### config.mk
export PLATFORM = sky130hd
export DESIGN_NAME = fp32_to_fp8_configurable_cast
export DESIGN_NICKNAME = d
export VERILOG_FILES = /design/src/rtl/fp8c_pkg.sv /design/src/rtl/fp8c_cfg.sv /design/src/rtl/fp8c_core.sv /design/src/rtl/fp32_to_fp8_configurable_cast.sv
export SDC_FILE = /design/constraint.sdc
export NUM_CORES = 1
export LEC_CHECK = 0
export BUFFER_PORTS_ARGS = -buffer_cell sky130_fd_sc_hd__buf_4
export CAP_MARGIN = 30
export CORE_UTILIZATION = 47
export DETAILED_ROUTE_END_ITERATION = 10
export PLACE_DENSITY = 0.66
export RECOVER_POWER = 100
export SLEW_MARGIN = 20
export SYNTH_ARGS = -nofsm -noshare
export SYNTH_HDL_FRONTEND = slang
export SYNTH_SLANG_ARGS = --single-unit
### constraint.sdc
create_clock -name clk_i -period 31.6 [get_ports clk_i]
set_input_delay 0 -clock clk_i [delete_from_list [all_inputs] [get_ports clk_i]]
set_output_delay 0 -clock clk_i [all_outputs]
set_load 0.03 [all_outputs]
### src/rtl/fp8c_pkg.sv
// Shared types and constants for the single-precision to 8-bit float cast.
// No dependencies; used by fp8c_cfg, fp8c_core and the top level.

package fp8c_pkg;

  // Configuration register indexes on the write port.
  typedef enum logic [1:0] {
    CFG_MANTISSA_BITS = 2'd0,
    CFG_FNUZ_MODE     = 2'd1,
    CFG_CLIP_ENABLE   = 2'd2,
    CFG_STOCHASTIC    = 2'd3
  } cfg_idx_e;

  // Current configuration, handed from the register file to the datapath.
  typedef struct packed {
    logic [1:0] mantissa_bits;
    logic       fnuz_mode;
    logic       clip_enable;
    logic       stochastic_enable;
  } cfg_t;

  localparam logic [1:0] MANT_BITS_RESET = 2'd3;
  localparam logic       FNUZ_RESET      = 1'b1;
  localparam logic       CLIP_RESET      = 1'b1;
  localparam logic       STOCH_RESET     = 1'b0;

  // Mantissa width code that selects E5M2; every other code selects E4M3.
  localparam logic [1:0] MANT_BITS_E5M2 = 2'd2;

  localparam logic [7:0] F32_EXP_SPECIAL = 8'hFF;
  localparam logic [8:0] F32_EXP_BIAS    = 9'd127;

  // Fixed 8-bit codes, without the sign bit unless noted.
  localparam logic [7:0] FNUZ_NAN_CODE = 8'h80;
  localparam logic [6:0] MAX_E4M3_IEEE = 7'h7E;
  localparam logic [6:0] MAX_E5M2_IEEE = 7'h7B;
  localparam logic [6:0] INF_E5M2      = 7'h7C;
  localparam logic [6:0] ALL_ONES_CODE = 7'h7F;

endpackage

### src/rtl/fp8c_cfg.sv
// Configuration register file for the 8-bit float cast.
// Depends on fp8c_pkg for the register index codes and the cfg_t struct.

module fp8c_cfg import fp8c_pkg::*; (
  input  logic       clk_i,
  input  logic       rst_ni,
  input  logic       cfg_valid_i,
  output logic       cfg_ready_o,
  input  logic [1:0] cfg_index_i,
  input  logic [1:0] cfg_data_i,
  output cfg_t       cfg_o
);

  cfg_t cfg_q, cfg_d;

  // The register file takes a write in every cycle.
  assign cfg_ready_o = 1'b1;

  always_comb begin
    cfg_d = cfg_q;
    if (cfg_valid_i) begin
      case (cfg_idx_e'(cfg_index_i))
        CFG_MANTISSA_BITS: cfg_d.mantissa_bits     = cfg_data_i;
        CFG_FNUZ_MODE:     cfg_d.fnuz_mode         = cfg_data_i[0];
        CFG_CLIP_ENABLE:   cfg_d.clip_enable       = cfg_data_i[0];
        CFG_STOCHASTIC:    cfg_d.stochastic_enable = cfg_data_i[0];
        default: ;
      endcase
    end
  end

  always_ff @(posedge clk_i or negedge rst_ni) begin
    if (!rst_ni) begin
      cfg_q.mantissa_bits     <= MANT_BITS_RESET;
      cfg_q.fnuz_mode         <= FNUZ_RESET;
      cfg_q.clip_enable       <= CLIP_RESET;
      cfg_q.stochastic_enable <= STOCH_RESET;
    end else begin
      cfg_q <= cfg_d;
    end
  end

  assign cfg_o = cfg_q;

endmodule

### src/rtl/fp8c_core.sv
// Combinational conversion datapath: binary32 pattern to E4M3/E5M2 code.
// Depends on fp8c_pkg for cfg_t and the fixed output codes.

module fp8c_core import fp8c_pkg::*; (
  input  cfg_t        cfg_i,
  input  logic [31:0] value_bits_i,
  input  logic [20:0] random_bits_i,
  output logic [7:0]  fp8_bits_o
);

  logic        is_e5;
  logic        sgn;
  logic [7:0]  expo;
  logic [22:0] frac;
  logic [4:0]  bias;
  logic [7:0]  den_lim;
  logic        subnorm;
  logic [7:0]  diff_raw;
  logic [4:0]  shamt;
  logic [23:0] man;
  logic [23:0] man_sh;
  logic        sticky;
  logic [20:0] low_mask;
  logic [20:0] low;
  logic [20:0] half;
  logic        odd;
  logic        midpoint;
  logic [20:0] addend;
  logic [24:0] sum;
  logic [24:0] sum_n;
  logic [8:0]  exp_base;
  logic [8:0]  f8e;
  logic [2:0]  mf;
  logic [8:0]  max_exp;
  logic        over;
  logic [7:0]  max_code;
  logic [7:0]  ovf_code;

  assign is_e5 = (cfg_i.mantissa_bits == MANT_BITS_E5M2);
  assign sgn   = value_bits_i[31];
  assign expo  = value_bits_i[30:23];
  assign frac  = value_bits_i[22:0];

  // Exponent bias of the target format; FNUZ adds one.
  assign bias = (is_e5 ? 5'd15 : 5'd7) + {4'd0, cfg_i.fnuz_mode};

  // Inputs below the smallest normal exponent of the target become
  // subnormals: the mantissa is shifted right by the exponent deficit.
  assign den_lim  = 8'd128 - {3'd0, bias};
  assign subnorm  = (expo < den_lim);
  assign diff_raw = den_lim - expo;
  assign shamt    = !subnorm ? 5'd0 : ((diff_raw >= 8'd24) ? 5'd24 : diff_raw[4:0]);

  assign man    = {(expo != 8'd0), frac};
  assign man_sh = man >> shamt;
  assign sticky = |(man & ~({24{1'b1}} << shamt));

  // Bits below the kept mantissa: 20 for E4M3, 21 for E5M2.
  assign low_mask = is_e5 ? 21'h1FFFFF : 21'h0FFFFF;
  assign low      = man_sh[20:0] & low_mask;
  assign half     = is_e5 ? 21'h100000 : 21'h080000;
  assign odd      = is_e5 ? man_sh[21] : man_sh[20];
  assign midpoint = !sticky && (low == half);

  // Round to nearest even adds the dropped bits to themselves, which carries
  // exactly when they reach one half; at a tie an even value adds one less.
  always_comb begin
    if (cfg_i.stochastic_enable) begin
      addend = random_bits_i & low_mask;
    end else if (midpoint) begin
      addend = odd ? low : (low - 21'd1);
    end else begin
      addend = low;
    end
  end

  assign sum      = {1'b0, man_sh} + {4'd0, addend};
  assign sum_n    = sum[24] ? (sum >> 1) : sum;
  assign exp_base = subnorm ? 9'd0 : ({1'b0, expo} + {4'd0, bias} - F32_EXP_BIAS);

  // A subnormal that rounds up into the hidden bit becomes the smallest
  // normal; a normal whose mantissa overflows moves up one binade.
  assign f8e = exp_base + {8'd0, sum[24] | ((exp_base == 9'd0) && sum[23])};
  assign mf  = is_e5 ? {1'b0, sum_n[22:21]} : sum_n[22:20];

  always_comb begin
    if (!is_e5) begin
      max_exp = 9'd15;
    end else if (cfg_i.fnuz_mode) begin
      max_exp = 9'd31;
    end else begin
      max_exp = 9'd30;
    end
  end

  // In IEEE-like E4M3 the all-ones code is NaN, so it counts as overflow.
  assign over = (f8e > max_exp) ||
                (!cfg_i.fnuz_mode && !is_e5 && (f8e == 9'd15) && (mf == 3'd7));

  always_comb begin
    if (cfg_i.fnuz_mode) begin
      max_code = {sgn, ALL_ONES_CODE};
      ovf_code = FNUZ_NAN_CODE;
    end else if (is_e5) begin
      max_code = {sgn, MAX_E5M2_IEEE};
      ovf_code = {sgn, INF_E5M2};
    end else begin
      max_code = {sgn, MAX_E4M3_IEEE};
      ovf_code = {sgn, ALL_ONES_CODE};
    end
  end

  always_comb begin
    if (expo == F32_EXP_SPECIAL) begin
      if (cfg_i.fnuz_mode) begin
        fp8_bits_o = FNUZ_NAN_CODE;
      end else if (frac == 23'd0) begin
        fp8_bits_o = {sgn, (is_e5 ? MAX_E5M2_IEEE : MAX_E4M3_IEEE)};
      end else begin
        fp8_bits_o = {sgn, ALL_ONES_CODE};
      end
    end else if (over) begin
      fp8_bits_o = cfg_i.clip_enable ? max_code : ovf_code;
    end else if ((f8e == 9'd0) && (mf == 3'd0)) begin
      fp8_bits_o = cfg_i.fnuz_mode ? 8'h00 : {sgn, 7'd0};
    end else if (is_e5) begin
      fp8_bits_o = {sgn, f8e[4:0], mf[1:0]};
    end else begin
      fp8_bits_o = {sgn, f8e[3:0], mf};
    end
  end

endmodule

### src/rtl/fp32_to_fp8_configurable_cast.sv
// Top level of the binary32 to 8-bit float cast: handshake and pipeline.
// Depends on fp8c_pkg, fp8c_cfg and fp8c_core.
//
//   Channel  Direction  Handshake                 Payload
//   input    in         in_valid_i / in_stall_o   value_bits_i, random_bits_i
//   output   out        out_valid_o / out_stall_i fp8_bits_o
//   config   in         cfg_valid_i / cfg_ready_o cfg_index_i, cfg_data_i
//
// An accepted item is captured in the input register, converted by the
// combinational datapath and written into the result register, which offers
// it on the output. One item is taken in every cycle while in_stall_o is low.
// Reset empties both registers and loads the default configuration.
// in_stall_o rises only when both registers hold items and the output is
// stalled; a waiting result never blocks the input register from filling.

module fp32_to_fp8_configurable_cast import fp8c_pkg::*; (
  input  logic        clk_i,
  input  logic        rst_ni,
  input  logic        in_valid_i,
  output logic        in_stall_o,
  input  logic [31:0] value_bits_i,
  input  logic [20:0] random_bits_i,
  output logic        out_valid_o,
  input  logic        out_stall_i,
  output logic [7:0]  fp8_bits_o,
  input  logic        cfg_valid_i,
  output logic        cfg_ready_o,
  input  logic [1:0]  cfg_index_i,
  input  logic [1:0]  cfg_data_i
);

  cfg_t        cfg;
  logic        s1_valid_q, s1_valid_d;
  logic [31:0] s1_value_q;
  logic [20:0] s1_random_q;
  logic        out_valid_q, out_valid_d;
  logic [7:0]  out_bits_q;
  logic [7:0]  conv_bits;
  logic        out_load;
  logic        in_xfer;

  fp8c_cfg u_cfg (
    .clk_i       (clk_i),
    .rst_ni      (rst_ni),
    .cfg_valid_i (cfg_valid_i),
    .cfg_ready_o (cfg_ready_o),
    .cfg_index_i (cfg_index_i),
    .cfg_data_i  (cfg_data_i),
    .cfg_o       (cfg)
  );

  fp8c_core u_core (
    .cfg_i         (cfg),
    .value_bits_i  (s1_value_q),
    .random_bits_i (s1_random_q),
    .fp8_bits_o    (conv_bits)
  );

  // The result register loads when it is empty or its item is taken; the
  // input register then drains into it and may refill in the same cycle.
  assign out_load   = !out_valid_q || !out_stall_i;
  assign in_stall_o = s1_valid_q && !out_load;
  assign in_xfer    = in_valid_i && !in_stall_o;

  always_comb begin
    s1_valid_d = s1_valid_q;
    if (!in_stall_o) begin
      s1_valid_d = in_valid_i;
    end
    out_valid_d = out_valid_q;
    if (out_load) begin
      out_valid_d = s1_valid_q;
    end
  end

  always_ff @(posedge clk_i or negedge rst_ni) begin
    if (!rst_ni) begin
      s1_valid_q  <= 1'b0;
      out_valid_q <= 1'b0;
    end else begin
      s1_valid_q  <= s1_valid_d;
      out_valid_q <= out_valid_d;
    end
  end

  // Payload registers carry no reset; their valid bits guard them.
  always_ff @(posedge clk_i) begin
    if (in_xfer) begin
      s1_value_q  <= value_bits_i;
      s1_random_q <= random_bits_i;
    end
    if (out_load && s1_valid_q) begin
      out_bits_q <= conv_bits;
    end
  end

  assign out_valid_o = out_valid_q;
  assign fp8_bits_o  = out_bits_q;

  // The input side stalls only while an item waits in the input register.
  assert property (@(posedge clk_i) disable iff (!rst_ni)
    in_stall_o |-> s1_valid_q)
    else $error("input stalled with an empty input register");

  // An input transfer always lands in the input register.
  assert property (@(posedge clk_i) disable iff (!rst_ni)
    in_xfer |=> s1_valid_q)
    else $error("accepted item lost before the input register");

  // A blocked item in the input register keeps its operands.
  assert property (@(posedge clk_i) disable iff (!rst_ni)
    (s1_valid_q && out_valid_o && out_stall_i) |=>
      ($stable(s1_value_q) && $stable(s1_random_q) && s1_valid_q))
    else $error("blocked item changed in the input register");

  // A result taken with nothing behind it leaves the output empty.
  assert property (@(posedge clk_i) disable iff (!rst_ni)
    (out_valid_o && !out_stall_i && !s1_valid_q) |=> !out_valid_o)
    else $error("result repeated after its transfer");

endmodule

==> impl_results.md <==
* Lkg Pwr at 0.00310 µW
* Worst-Margin Slew at 2.96 ns
* Primary FF master, synth: edfxtp_1
* Drt first pass iters at 6
* Worst-case clock buffer depth at 2
* Final period util at 48.6%
* Number of synthesized flops with an enable pin at 61
* Clock slew at reported path FFs at 0.06 ns
* Initial core utilization at 48.1%
* Area Growth Syn to Fin at 22.4%
* Routed vias at 7208
* YS warnings at 0
* Async set-reset flop share out of synthesis at 10.3%
* # IOs at 73
* Final net count at 998
* Worst hold start: cfg_index_i[1]
* Max Slew Vio Count at 130
* Number of buffers created by CTS at 9
* Seq. cell area at 2010 µm²
* Worst path required time at 31.78 ns
* Fill count at 1233
* GPL Wtd Cong at 1.04
* R2R depth at 50
* Global router's overall resource usage at 33.4%
* Vias in the first global route at 6895
* Peak Freq at 0.0651 GHz
* Status: complete, but fails checks
* Antenna viol nets, final at 0
* Syn_nets at 885
* Die Wd at 121 µm
* Total wire length at 23700 µm
* Worst-Skew Late Latency at 0.35 ns
* WL/cell at 21.8 µm
* Layout cells sized above 1 at 14.3%
* Final Skew at 0.0102 ns
* Root Buffer: clkbuf_16
* Die area at 14700 µm²
* # DRC at 0
* Violated checks: capacitance limit, slew limit
* Hold Path Stages at 3
* Drt via density at 6.63
* Mapped Cells at 790
* Sink Count at 68
* Register area share after synthesis at 30.1%
* Initial antenna violation count at 0
* CTS resizes at 0
* Worst path slowest cell: a31oi_1
* WP data arrival at 15.55 ns
* Crit start category: register
* Setup repair after global routing missed its margin: false
* Sink of the worst hold path: u_cfg.cfg_o[0]
* Power Density at 54.2 nW/µm²
* Max stage delay on crit path at 2.23 ns
* Slew HR at -97.4%
* R2R setup slack at 16.24 ns
* Largest net degree at the start of global routing at 54
* WS Path Type: reg -> reg
* CTS tree: built
* Worst hold margin at 0.0271 ns
* Crit end category: register
* Top-area cell type share of the netlist area at 27.4%
* Min-Delay Path Class: in -> reg
* Max Cap Violations at 3
* Setup TNS at 0 ns
* H-tree Lvls at 3
* Commonest non-fill, non-tap cell in the layout: nand2_1
* Most frequent cells in the layout: 88 x nand2_1, 69 x a21oi_1, 62 x nor2_1, 61 x edfxtp_1, 59 x dlygate4sd3_1
* Global-route wire length before repair at 37200 µm
* Hold Vio Cnt, Final at 0
* Core ar. at 13900 µm²
* Die Ht at 121 µm
* Cell accounting for the most synthesized area: edfxtp_1
* Final setup violating endpoints at 0
* Dpl hpwl at 17100 µm
* Ant diodes at 0
* Setup ws final at 16.24 ns
* Post-CTS setup buffers at 0
* Most frequent CP cell: a21oi_1
* Reg-to-Reg Start: u_cfg.cfg_o[4]
* Synth area leaders: edfxtp_1 27%, ha_1 6.0%, a21oi_1 5.1%
* Min Tclk post-route at 15.36 ns
* Synth Cell Area at 6680 µm²
* #FFs+latches synth at 68
* VDD IR max at 0.0396 mV
* Multi-input gate area at 4320 µm²
* Congestion Overflow GR at 0
* CTS Hold Bufs at 59
* CP Max Fanout at 32
* I/O Buffers at 71
* Post-synthesis cell type count at 97
* Site row count at 43
* R2r endpoint: fp8_bits_o[3]
* Iteration-0 DRC Markers at 1005
* Syn avg cell area at 8.46 µm²
* Placement Setup Slack at 19.83 ns
-- power breakdown --
part | internal [µW] | switching (µW)
Combinational | 76.5 | 138
Clock | 69.1 | 40.4
Sequential | 110 | 9.56
-- per-layer routing --
metal	GRT usage, %	wire length (µm)	up-vias	part of all wire [%]
met2	53.1	10900	454	46
met4	15.8	1010	0	4.3
li1	-	-	3275	-
met5	0	0	-	0
met3	5.45	2000	88	8.4
met1	44.1	9820	3391	41
-- critical path: cells and delay by family, from the launching register on --
family	cells	cell delay, ns
simple gates	19	6.22
compound gates	21	5.86
fa+ha+maj	6	1.40
buf+inv	3	1.06
flops	1	0.52
xor+xnor	1	0.14
-- synth_stat cells, types with 4 or more instances --
library cell	instances
mux2i_1	14
a221oi_1	5
nor4_1	18
a21boi_0	4
clkbuf_1	25
a221o_1	4
edfxtp_1	61
a31oi_1	9
nor4_4	4
o21ai_1	4
o21ai_0	39
nor3_1	33
a211oi_1	9
dfstp_2	4
a21oi_1	68
or4_1	5
o32ai_1	6
and2_1	8
mux2_2	9
o22ai_1	6
nand2b_1	11
xor2_1	7
nor2_1	62
a22oi_1	5
xnor2_1	8
buf_2	9
o21a_1	6
nand3_1	29
a21o_1	17
o211ai_1	11
inv_1	32
ha_1	32
and3_1	4
o31ai_1	10
nand4_1	13
or3_1	8
nand2_1	88
nor2b_1	5
-- kinds of logic after synthesis --
logic type | synth area share [%]
AOI/OAI and AO/OA | 28.1
xor gates and xnor gates | 2.21
adders and majority gates | 6.29
buffers and inverters | 4.79
DFF | 30.1
muxes | 3.61
other | 0.0561
and+or+nand+nor | 24.8
-- flip-flops by register name, summed over array words and instances, names as in the netlist --
name	count
s1_valid_q	1
s1_value_q	32
s1_random_q	21
out_valid_o	1
u_cfg.cfg_o	5
fp8_bits_o	8
-- through the flow --
stage | area, µm² | utilization (%) | std cells | power, µW
3_3_place_gp | 7360 | 53.0 | 1011 | 323
2_1_floorplan | 6680 | - | 790 | 270
4_1_cts | 8290 | 59.7 | 1088 | 444
6_report | 8180 | 59.0 | 1088 | 444
3_5_place_dp | 7380 | 53.2 | 1013 | 327
5_1_grt | 8180 | 59.0 | 1088 | 467
-- worst max path at each step --
stage                         startpoint       endpoint  slack, ns  depth (start not counted)
after floorplan           u_cfg.cfg_o[4]  fp8_bits_o[0]      21.68                         53
after global placement    u_cfg.cfg_o[4]  fp8_bits_o[0]      20.32                         50
after detailed placement  u_cfg.cfg_o[4]  fp8_bits_o[0]      19.83                         50
after CTS                 u_cfg.cfg_o[4]  fp8_bits_o[0]      19.80                         50
after global routing      u_cfg.cfg_o[4]  fp8_bits_o[3]      14.87                         50
final                     u_cfg.cfg_o[4]  fp8_bits_o[3]      16.24                         50
-- final cells by class --
| type | instances | area share, % |
|---|---|---|
| Sequential cell | 68 | 24.6 |
| Tap cell | 180 | 2.75 |
| Inverter | 32 | 1.47 |
| Clock inverter | 6 | 1.09 |
| Clock buffer | 10 | 2.80 |
| Multi-Input combinational cell | 647 | 52.8 |
| Timing Repair Buffer | 145 | 14.5 |
Power figures use the tool's default switching activity.
